**config.mk**
```make
export PLATFORM = sky130hd
export DESIGN_NAME = per_id_rate_watchdog_table_top_flat
export DESIGN_NICKNAME = d
export VERILOG_FILES = /design/src/hw/rtl/pirwt_pkg.sv /design/src/hw/rtl/pirwt_req_if.sv /design/src/hw/rtl/pirwt_rsp_if.sv /design/src/hw/rtl/per_id_rate_watchdog_table_top.sv /design/src/hw/rtl/pirwt_ram.sv /design/src/flat_wrapper.sv
export SDC_FILE = /design/constraint.sdc
export NUM_CORES = 2
export LEC_CHECK = 0
export ABC_CLOCK_PERIOD_IN_PS = 19200
export BUFFER_PORTS_ARGS = -buffer_cell sky130_fd_sc_hd__buf_4
export CAP_MARGIN = 20
export CORE_AREA = 2 2 423 425
export DETAILED_ROUTE_END_ITERATION = 7
export DIE_AREA = 0 0 425 427
export GPL_ROUTABILITY_DRIVEN = 0
export HOLD_SLACK_MARGIN = 0.03
export PLACE_DENSITY_LB_ADDON = 0.1
export SETUP_SLACK_MARGIN = 0.4
export SLEW_MARGIN = 40
export SYNTH_ARGS = -nofsm -noshare
export SYNTH_HDL_FRONTEND = slang
export SYNTH_HIERARCHICAL = 1
export SYNTH_SLANG_ARGS = --single-unit
```
**constraint.sdc**
```tcl
create_clock -name clock -period 19.2 [get_ports clock]
set_input_delay 0.96 -clock clock [delete_from_list [all_inputs] [get_ports clock]]
set_output_delay 0.96 -clock clock [all_outputs]
set_load 0.03 [all_outputs]
```
**src/hw/rtl/pirwt_pkg.sv**
```systemverilog
// package for the per-id rate watchdog table: commands, register indexes,
// entry and result records, state machine type and sizing constants
// no dependencies
package pirwt_pkg;

   localparam int ENTRIES = 16;
   localparam int IDX_W   = (ENTRIES > 1) ? $clog2(ENTRIES) : 1;
   localparam int CNT_W   = $clog2(ENTRIES + 1);

   typedef enum logic [1:0] {
      CMD_REGISTER = 2'd0,
      CMD_MESSAGE  = 2'd1,
      CMD_FORK     = 2'd2,
      CMD_SWEEP    = 2'd3
   } cmd_type;

   typedef logic [2:0] csr_idx_type;

   localparam csr_idx_type CSR_ENFORCE_ENABLE = 3'd0;
   localparam csr_idx_type CSR_MSG_LIMIT      = 3'd1;
   localparam csr_idx_type CSR_FORK_LIMIT     = 3'd2;
   localparam csr_idx_type CSR_WINDOW_LEN_MS  = 3'd3;
   localparam csr_idx_type CSR_DECAY_AGE_MS   = 3'd4;
   localparam csr_idx_type CSR_STRIKE_LIMIT   = 3'd5;

   localparam int CSR_DATA_W = 16;

   localparam logic        RST_ENFORCE_ENABLE = 1'b1;
   localparam logic [15:0] RST_MSG_LIMIT      = 16'd100;
   localparam logic [15:0] RST_FORK_LIMIT     = 16'd64;
   localparam logic [15:0] RST_WINDOW_LEN_MS  = 16'd1000;
   localparam logic [15:0] RST_DECAY_AGE_MS   = 16'd5000;
   localparam logic [7:0]  RST_STRIKE_LIMIT   = 8'd3;

   localparam logic [15:0] CNT16_MAX = 16'hFFFF;
   localparam logic [7:0]  CNT8_MAX  = 8'hFF;

   typedef struct packed {
      logic [31:0] id;
      logic [15:0] msg_count;
      logic [63:0] window_start;
      logic [7:0]  strike_count;
      logic [15:0] fork_count;
   } entry_type;

   localparam int ENTRY_W = $bits(entry_type);

   typedef struct packed {
      logic        accepted;
      logic        found;
      logic        flood;
      logic        evict;
      logic        registered;
      logic [31:0] target_id;
   } res_type;

   localparam res_type RES_IDLE = '{accepted: 1'b1, found: 1'b0, flood: 1'b0,
                                    evict: 1'b0, registered: 1'b0,
                                    target_id: 32'd0};

   typedef enum logic [1:0] {
      S_IDLE,
      S_SCAN,
      S_CALC,
      S_DONE
   } state_type;

endpackage

```
**src/hw/rtl/pirwt_req_if.sv**
```systemverilog
// request channel of the rate watchdog table: valid/ready and event payload
// no dependencies
interface pirwt_req_if;
   logic        valid;
   logic        ready;
   logic [1:0]  command;
   logic [31:0] proc_id;
   logic [63:0] now_ms;

   modport source (output valid, command, proc_id, now_ms, input ready);
   modport sink   (input valid, command, proc_id, now_ms, output ready);
endinterface

```
**src/hw/rtl/pirwt_rsp_if.sv**
```systemverilog
// response channel of the rate watchdog table: valid/ready and verdict payload
// no dependencies
interface pirwt_rsp_if;
   logic        valid;
   logic        ready;
   logic        accepted;
   logic        found;
   logic        flood;
   logic        evict;
   logic        registered;
   logic [31:0] target_id;

   modport source (output valid, accepted, found, flood, evict, registered, target_id,
                   input ready);
   modport sink   (input valid, accepted, found, flood, evict, registered, target_id,
                   output ready);
endinterface

```
**src/hw/rtl/per_id_rate_watchdog_table_top.sv**
```systemverilog
// Rate watchdog table for up to ENTRIES process ids (default 16). One item
// is handled at a time. A register command writes its entry, if it has room,
// when it is accepted and goes straight to the done state. A message, fork or
// sweep item scans the entry memory one entry per cycle through its single
// read port (a lookup stops at its first match, a sweep always visits every
// used entry); a message with enforcement off, or any scan of an empty
// table, goes straight to the done state. Entries are only ever appended,
// so the fill count marks which entries are live and no clearing pass runs
// after reset. The response sits in an output register, and a new item is
// taken as soon as the previous one has been handed to it.
// depends on pirwt_pkg, pirwt_req_if, pirwt_rsp_if and pirwt_ram
module per_id_rate_watchdog_table_top (
   input  logic                      clock,
   input  logic                      reset,
   pirwt_req_if.sink                 req,
   pirwt_rsp_if.source               rsp,
   input  logic                      csr_we,
   input  pirwt_pkg::csr_idx_type    csr_index,
   input  logic [pirwt_pkg::CSR_DATA_W-1:0] csr_wdata
);
   import pirwt_pkg::*;

   // configuration registers
   logic        enforce_ff;
   logic [15:0] msg_limit_ff;
   logic [15:0] fork_limit_ff;
   logic [15:0] window_len_ff;
   logic [15:0] decay_age_ff;
   logic [7:0]  strike_limit_ff;

   state_type   state_ff, state_in;
   cmd_type     cmd_ff, cmd_in;
   logic [31:0] id_ff, id_in;
   logic [63:0] now_ff, now_in;
   logic [CNT_W-1:0] used_ff, used_in;
   logic [CNT_W-1:0] nxt_ff, nxt_in;
   logic        pend_ff, pend_in;
   logic [IDX_W-1:0] didx_ff, didx_in;
   logic [IDX_W-1:0] hit_idx_ff, hit_idx_in;
   entry_type   ent_ff, ent_in;
   logic        aged_ff, aged_in;
   res_type     res_ff, res_in;
   logic        rsp_valid_ff, rsp_valid_in;
   res_type     rsp_res_ff, rsp_res_in;

   logic             ram_we;
   logic [IDX_W-1:0] ram_waddr;
   entry_type        ram_wdata;
   logic [ENTRY_W-1:0] ram_rdata;
   entry_type        rd;

   logic [63:0] age;
   logic [15:0] age_lim;
   logic        aged;
   logic        last;
   logic [15:0] msg_base;
   logic [15:0] msg_new;
   logic [7:0]  strike_new;
   logic [15:0] fork_new;
   logic        flood_c;
   logic        evict_c;

   pirwt_ram #(
      .WIDTH (ENTRY_W),
      .DEPTH (ENTRIES)
   ) u_entry_ram (
      .clock (clock),
      .we    (ram_we),
      .waddr (ram_waddr),
      .wdata (ram_wdata),
      .raddr (nxt_ff[IDX_W-1:0]),
      .rdata (ram_rdata)
   );

   always_ff @(posedge clock) begin
      if (reset) begin
         enforce_ff      <= RST_ENFORCE_ENABLE;
         msg_limit_ff    <= RST_MSG_LIMIT;
         fork_limit_ff   <= RST_FORK_LIMIT;
         window_len_ff   <= RST_WINDOW_LEN_MS;
         decay_age_ff    <= RST_DECAY_AGE_MS;
         strike_limit_ff <= RST_STRIKE_LIMIT;
      end else if (csr_we) begin
         unique case (csr_index)
            CSR_ENFORCE_ENABLE: enforce_ff      <= csr_wdata[0];
            CSR_MSG_LIMIT:      msg_limit_ff    <= csr_wdata[15:0];
            CSR_FORK_LIMIT:     fork_limit_ff   <= csr_wdata[15:0];
            CSR_WINDOW_LEN_MS:  window_len_ff   <= csr_wdata[15:0];
            CSR_DECAY_AGE_MS:   decay_age_ff    <= csr_wdata[15:0];
            CSR_STRIKE_LIMIT:   strike_limit_ff <= csr_wdata[7:0];
            default: ;
         endcase
      end
   end

   always_ff @(posedge clock) begin
      if (reset) begin
         state_ff     <= S_IDLE;
         used_ff      <= '0;
         pend_ff      <= 1'b0;
         rsp_valid_ff <= 1'b0;
      end else begin
         state_ff     <= state_in;
         used_ff      <= used_in;
         pend_ff      <= pend_in;
         rsp_valid_ff <= rsp_valid_in;
      end
   end

   always_ff @(posedge clock) begin
      cmd_ff     <= cmd_in;
      id_ff      <= id_in;
      now_ff     <= now_in;
      nxt_ff     <= nxt_in;
      didx_ff    <= didx_in;
      hit_idx_ff <= hit_idx_in;
      ent_ff     <= ent_in;
      aged_ff    <= aged_in;
      res_ff     <= res_in;
      rsp_res_ff <= rsp_res_in;
   end

   // age test on the entry coming out of the memory
   assign rd      = entry_type'(ram_rdata);
   assign age     = now_ff - rd.window_start;
   assign age_lim = (cmd_ff == CMD_SWEEP) ? decay_age_ff : window_len_ff;
   assign aged    = (age >= 64'(age_lim));
   assign last    = ((CNT_W'(didx_ff) + CNT_W'(1)) == used_ff);

   // update of a matched entry, working from the captured copy
   assign msg_base   = aged_ff ? 16'd0 : ent_ff.msg_count;
   assign msg_new    = (msg_base != CNT16_MAX) ? msg_base + 16'd1 : msg_base;
   assign flood_c    = (msg_new > msg_limit_ff);
   assign strike_new = (flood_c && ent_ff.strike_count != CNT8_MAX)
                       ? ent_ff.strike_count + 8'd1 : ent_ff.strike_count;
   assign fork_new   = (ent_ff.fork_count != CNT16_MAX)
                       ? ent_ff.fork_count + 16'd1 : ent_ff.fork_count;
   assign evict_c    = (cmd_ff == CMD_FORK) ? (fork_new > fork_limit_ff)
                       : (flood_c && strike_new >= strike_limit_ff);

   always_comb begin
      state_in     = state_ff;
      cmd_in       = cmd_ff;
      id_in        = id_ff;
      now_in       = now_ff;
      used_in      = used_ff;
      nxt_in       = nxt_ff;
      pend_in      = 1'b0;
      didx_in      = didx_ff;
      hit_idx_in   = hit_idx_ff;
      ent_in       = ent_ff;
      aged_in      = aged_ff;
      res_in       = res_ff;
      rsp_valid_in = rsp_valid_ff && !rsp.ready;
      rsp_res_in   = rsp_res_ff;
      ram_we       = 1'b0;
      ram_waddr    = hit_idx_ff;
      ram_wdata    = ent_ff;

      unique case (state_ff)
         S_IDLE: begin
            if (req.valid) begin
               cmd_in = cmd_type'(req.command);
               id_in  = req.proc_id;
               now_in = req.now_ms;
               nxt_in = '0;
               res_in = RES_IDLE;
               unique case (cmd_type'(req.command))
                  CMD_REGISTER: begin
                     if (used_ff < CNT_W'(ENTRIES)) begin
                        ram_we    = 1'b1;
                        ram_waddr = used_ff[IDX_W-1:0];
                        ram_wdata = '{id: req.proc_id, msg_count: 16'd0,
                                      window_start: req.now_ms, strike_count: 8'd0,
                                      fork_count: 16'd1};
                        used_in   = used_ff + CNT_W'(1);
                        res_in.registered = 1'b1;
                     end
                     state_in = S_DONE;
                  end
                  CMD_MESSAGE: begin
                     state_in = (enforce_ff && used_ff != '0) ? S_SCAN : S_DONE;
                  end
                  default: begin
                     state_in = (used_ff != '0) ? S_SCAN : S_DONE;
                  end
               endcase
            end
         end
         S_SCAN: begin
            if (nxt_ff < used_ff) begin
               pend_in = 1'b1;
               didx_in = nxt_ff[IDX_W-1:0];
               nxt_in  = nxt_ff + CNT_W'(1);
            end
            if (pend_ff) begin
               if (cmd_ff == CMD_SWEEP) begin
                  // write-back goes one entry behind the read, never the same entry
                  if (aged) begin
                     ram_we    = 1'b1;
                     ram_waddr = didx_ff;
                     ram_wdata = rd;
                     ram_wdata.msg_count    = 16'd0;
                     ram_wdata.window_start = now_ff;
                     ram_wdata.strike_count = (rd.strike_count != 8'd0)
                                              ? rd.strike_count - 8'd1 : 8'd0;
                  end
                  if (last) begin
                     state_in = S_DONE;
                  end
               end else if (rd.id == id_ff) begin
                  ent_in     = rd;
                  aged_in    = aged;
                  hit_idx_in = didx_ff;
                  pend_in    = 1'b0;
                  state_in   = S_CALC;
               end else if (last) begin
                  state_in = S_DONE;
               end
            end
         end
         S_CALC: begin
            ram_we    = 1'b1;
            ram_waddr = hit_idx_ff;
            ram_wdata = ent_ff;
            res_in.found    = 1'b1;
            res_in.evict    = evict_c;
            res_in.accepted = !evict_c;
            if (cmd_ff == CMD_FORK) begin
               ram_wdata.fork_count = fork_new;
               res_in.flood         = 1'b0;
               res_in.target_id     = evict_c ? id_ff : 32'd0;
            end else begin
               ram_wdata.msg_count    = msg_new;
               ram_wdata.strike_count = strike_new;
               if (aged_ff) begin
                  ram_wdata.window_start = now_ff;
               end
               res_in.flood     = flood_c;
               res_in.target_id = (flood_c || evict_c) ? id_ff : 32'd0;
            end
            state_in = S_DONE;
         end
         S_DONE: begin
            if (!rsp_valid_ff || rsp.ready) begin
               rsp_valid_in = 1'b1;
               rsp_res_in   = res_ff;
               state_in     = S_IDLE;
            end
         end
         default: begin
            state_in = S_IDLE;
         end
      endcase
   end

   assign req.ready      = (state_ff == S_IDLE);
   assign rsp.valid      = rsp_valid_ff;
   assign rsp.accepted   = rsp_res_ff.accepted;
   assign rsp.found      = rsp_res_ff.found;
   assign rsp.flood      = rsp_res_ff.flood;
   assign rsp.evict      = rsp_res_ff.evict;
   assign rsp.registered = rsp_res_ff.registered;
   assign rsp.target_id  = rsp_res_ff.target_id;

`ifndef SYNTHESIS
   a_used_bound: assert property (@(posedge clock) disable iff (reset)
      used_ff <= CNT_W'(ENTRIES))
      else $error("fill count beyond table size");

   a_rsp_from_done: assert property (@(posedge clock) disable iff (reset)
      $rose(rsp_valid_ff) |-> $past(state_ff == S_DONE))
      else $error("response loaded outside the done state");

   a_evict_rejects: assert property (@(posedge clock) disable iff (reset)
      rsp_valid_ff |-> (rsp_res_ff.accepted != rsp_res_ff.evict))
      else $error("accepted and evict disagree");

   a_one_write_per_calc: assert property (@(posedge clock) disable iff (reset)
      (state_ff == S_CALC) |=> (state_ff == S_DONE))
      else $error("update did not complete in one cycle");
`endif

endmodule

```
**src/hw/rtl/pirwt_ram.sv**
```systemverilog
// generic single-write, single-read synchronous ram with registered read data
// no dependencies
module pirwt_ram #(
   parameter int WIDTH = 8,
   parameter int DEPTH = 16
) (
   input  logic                                     clock,
   input  logic                                     we,
   input  logic [((DEPTH > 1) ? $clog2(DEPTH) : 1)-1:0] waddr,
   input  logic [WIDTH-1:0]                         wdata,
   input  logic [((DEPTH > 1) ? $clog2(DEPTH) : 1)-1:0] raddr,
   output logic [WIDTH-1:0]                         rdata
);

   logic [WIDTH-1:0] mem_ff [DEPTH];

   always_ff @(posedge clock) begin
      if (we) begin
         mem_ff[waddr] <= wdata;
      end
      rdata <= mem_ff[raddr];
   end

endmodule
```
**src/flat_wrapper.sv**
```systemverilog
// flat-port wrapper written by rule: the top's interface ports become plain ports
module per_id_rate_watchdog_table_top_flat import pirwt_pkg::*;
  (clock, reset, csr_we, csr_index, csr_wdata, req_valid, req_command, req_proc_id, req_now_ms, req_ready, rsp_valid, rsp_accepted, rsp_found, rsp_flood, rsp_evict, rsp_registered, rsp_target_id, rsp_ready);
  pirwt_req_if req_i ();
  pirwt_rsp_if rsp_i ();
  input  logic clock;
  input  logic reset;
  input  logic csr_we;
  input  pirwt_pkg::csr_idx_type csr_index;
  input  logic [pirwt_pkg::CSR_DATA_W-1:0] csr_wdata;
  input wire logic [$bits(req_i.valid)-1:0] req_valid;
  input wire logic [$bits(req_i.command)-1:0] req_command;
  input wire logic [$bits(req_i.proc_id)-1:0] req_proc_id;
  input wire logic [$bits(req_i.now_ms)-1:0] req_now_ms;
  output wire logic [$bits(req_i.ready)-1:0] req_ready;
  output wire logic [$bits(rsp_i.valid)-1:0] rsp_valid;
  output wire logic [$bits(rsp_i.accepted)-1:0] rsp_accepted;
  output wire logic [$bits(rsp_i.found)-1:0] rsp_found;
  output wire logic [$bits(rsp_i.flood)-1:0] rsp_flood;
  output wire logic [$bits(rsp_i.evict)-1:0] rsp_evict;
  output wire logic [$bits(rsp_i.registered)-1:0] rsp_registered;
  output wire logic [$bits(rsp_i.target_id)-1:0] rsp_target_id;
  input wire logic [$bits(rsp_i.ready)-1:0] rsp_ready;
  assign req_i.valid = req_valid;
  assign req_i.command = req_command;
  assign req_i.proc_id = req_proc_id;
  assign req_i.now_ms = req_now_ms;
  assign req_ready = req_i.ready;
  assign rsp_valid = rsp_i.valid;
  assign rsp_accepted = rsp_i.accepted;
  assign rsp_found = rsp_i.found;
  assign rsp_flood = rsp_i.flood;
  assign rsp_evict = rsp_i.evict;
  assign rsp_registered = rsp_i.registered;
  assign rsp_target_id = rsp_i.target_id;
  assign rsp_i.ready = rsp_ready;
  per_id_rate_watchdog_table_top u_core (.clock(clock), .reset(reset), .req(req_i), .rsp(rsp_i), .csr_we(csr_we), .csr_index(csr_index), .csr_wdata(csr_wdata));
endmodule
```
==> key figures <==
Setup path
  – CP arrival: a little under 10 ns
  – Setup CP Type: flop to flop
  – Critical Path Fanout Max: 55
  – Slowest CP cell: nor2_4
  – Top delay family on crit path: simple AND/OR/NAND/NOR gates
  – Crit path capture type: flop
  – Crit path from: u_core/now_ff[0]$_DFFE_PP_
  – CP required: between 15 and 20 ns
  – Reg2reg start: u_core/now_ff[0]$_DFFE_PP_
  – WP buf/inv: 6
  – Max incr delay on CP: 0.78 ns
  – Crit start category: flop

Timing
  – Pins Over Slew Limit: 0
  – Setup TNS: 0 ns
  – Finish-stage setup viols: 0
  – Post-route clock skew: 0.0619 ns
  – Final hold vios: 0
  – Worst slew pin tran: 0.989 ns
  – Slew margin rel.: 0.334
  – Unrepaired setup endpoints after global routing: no
  – Achievable Freq: ~110 MHz
  – Min Tclk post-route: roughly 9.2 ns
  – Final Cycle Share: 0.477

Clock tree
  – Worst-path clk slew: about 0.06 ns
  – CTS tree: done
  – Clock Latency Late Sink: between 0.9 and 1 ns
  – Num CTS Buffers: around 290
  – CTS H-tree lvls: 5
  – CTS Hold Bufs: 0
  – Longest Clk Path Bufs: 4
  – Post-CTS Resized: 0
  – Clk sink count: roughly 2,700
  – Root Driver: clkbuf_16
  – Setup bufs post-CTS: 0

Yosys
  – Async S/R FF share, synth: 0
  – Average size of a mapped cell: around 17 um2
  – Sequential share of the synthesized area: 0.714
  – EDFF count, synth: 2,498
  – Synth Instances: 6,432
  – Synth unique cells: 96
  – Syn Nets: roughly 6,700
  – Post-synth top flop: edfxtp_1
  – Synth area leaders: edfxtp_1, mux4_2, dfxtp_1
  – Area leader, netlist: edfxtp_1
  – Area share of the largest cell type after synthesis: 0.675
  – Synth Register Bits: about 2,700
  – Syn Std Cell Area: around 0.11 mm2
  – Synth warnings: 6

Place
  – PortBufs: 160
  – Placed insts: about 8,700
  – Hpwl dp: roughly 170 mm
  – Cell area after placement: 0.115 mm2

Detailed routing
  – ANT nets after route: 0
  – Residual DRC count: 0
  – DR vias/cell: ~6.9
  – Drt wl/cell: 31.6 um
  – DRT iter0 DRCs: 8,316
  – Vias: 63,600
  – Routed wire length: slightly below 300 mm
  – DRT Pass-1 Iters: 6

Power
  – Sw Ratio: 0.266
  – Pwr dens: between 100 and 150 mW/mm2
  – Pleak: about 42 nW
  – Switching power of the nets: around 0.0039 W
  – Register share of total power: 0.473
  – Clk pwr share: 0.360
  – Logic pwr share: 0.167
  – Cell internal pwr: 0.0109 W
  – VDD IR max: approximately 0.095 mV

Status
  – Status: finished, final reports clean

Die
  – Std-Cell Rows: about 160
  – Full die area: between 0.15 and 0.2 mm2
  – Die Width: 425 um
  – Core ar.: around 0.18 mm2
  – Chip height: about 430 um
  – Initial Utilization: 0.627
  – I/O pins: ~160

Finish
  – Design Area, Final: roughly 0.12 mm2
  – Most common cell after layout, fill and taps aside: edfxtp_1
  – Area Growth Syn to Fin: 12.2%
  – Most frequent cells in the layout: edfxtp_1, mux4_2, nand2_1, a22oi_1, clkbuf_16
  – Fin cells: about 9,200
  – Ratio of cells with drive above 1 in the final layout: 0.196
  – Nets: just under 7,000
  – Post-Route Utilization: 0.703

Global route
  – Vias in the first global route: ~63,000
  – First-pass GRT wire length: about 430 mm
  – Remaining global-route overflow: 0
  – Pin count of the biggest net entering global routing: 126
  – Tot GR Track Use: 0.323
  – Antenna violations before repair: 9

Hold path
  – Worst Hold Launch: req_proc_id[27]
  – Hold Path Class: input port to flop

Run
  – Max cap viols: 0
registers in the layout, summed over array words and instances, names as in the netlist, 32 cells and up:
signal                     flops
u_core/u_entry_ram/rdata     136
u_core/res_ff                 37
u_core/ent_ff                136
u_core/u_entry_ram/mem_ff   2176
u_core/id_ff                  32
u_core/now_ff                 64
u_core/rsp.target_id          32
path summary, 6_finish.rpt:
path | endpoint | slack, ns | cells after the start
worst max register to register | u_core/u_entry_ram/mem_ff[15][39]$_DFFE_PP_ | 10.04 | 28
worst min register to register | u_core/ent_ff[100]$_DFFE_PP_ | 0.40 | 0
worst max-delay path | u_core/u_entry_ram/mem_ff[15][39]$_DFFE_PP_ | 10.04 | 28
worst min-delay path | u_core/id_ff[27]$_DFFE_PP_ | 0.22 | 1
power by group through the flow:
stage	clock [W]	combinational, W	sequential [W]
6_report	0.00534	0.00248	0.00702
2_1_floorplan	0	0.00160	0.00711
5_1_grt	0.00564	0.00262	0.00704
4_1_cts	0.00542	0.00242	0.00702
3_3_place_gp	0	0.00236	0.00713
3_5_place_dp	0	0.00241	0.00714
cell usage after synthesis (25+ instances only):
master	n
xor2_1	34
mux4_2	514
xnor2_1	81
nand3_1	68
clkbuf_1	197
o221ai_1	25
dfxtp_1	218
nor3_1	45
nor2_1	165
nor2b_1	42
mux2_2	59
nand2b_1	99
buf_1	29
o21ai_1	82
ha_1	132
a21oi_1	241
nand2_1	390
o21ai_0	99
a21o_1	72
and2_1	108
edfxtp_1	2498
a22oi_1	311
mux2i_1	62
buf_2	84
nand4_1	54
a22o_1	48
a221o_1	67
a2bb2oi_1	66
inv_1	202
final cells by class:
class | instances | area (um2)
diodes | 4 | 10.0
well taps | 2355 | 2950
inverters | 203 | 763
clock inverters | 115 | 1080
clock buffers | 385 | 7960
multi-input cells | 3170 | 29700
flip-flops and latches | 2716 | 79400
repair buffers | 299 | 2730
fillers | 11200 | 52600
stage by stage:
stage          total power (W)  hold WS, ns  worst slack (ns)
2_1_floorplan          0.00871        0.386              3.78
6_report                0.0148        0.223             10.04
4_1_cts                 0.0149        0.162             10.17
3_3_place_gp           0.00948        0.387             10.08
5_1_grt                 0.0153        0.187              9.66
3_5_place_dp           0.00954        0.389             10.21
per-layer routing:
metal | track usage | part of all wire
met5 | 0 | 0.00014
met4 | 0.136 | 0.045
met3 | 0.0584 | 0.098
met2 | 0.497 | 0.46
met1 | 0.463 | 0.39
cells by family after synthesis:
logic type      count (synthesis)  share of synthesized area
compound gates               1202                     0.0760
flops                        2716                      0.714
mux                           636                      0.116
fa+ha+maj                     133                     0.0150
buf+inv                       546                     0.0210
xor+xnor                      115                    0.00907
simple gates                 1084                     0.0485
(Power assumes the default switching activity.)
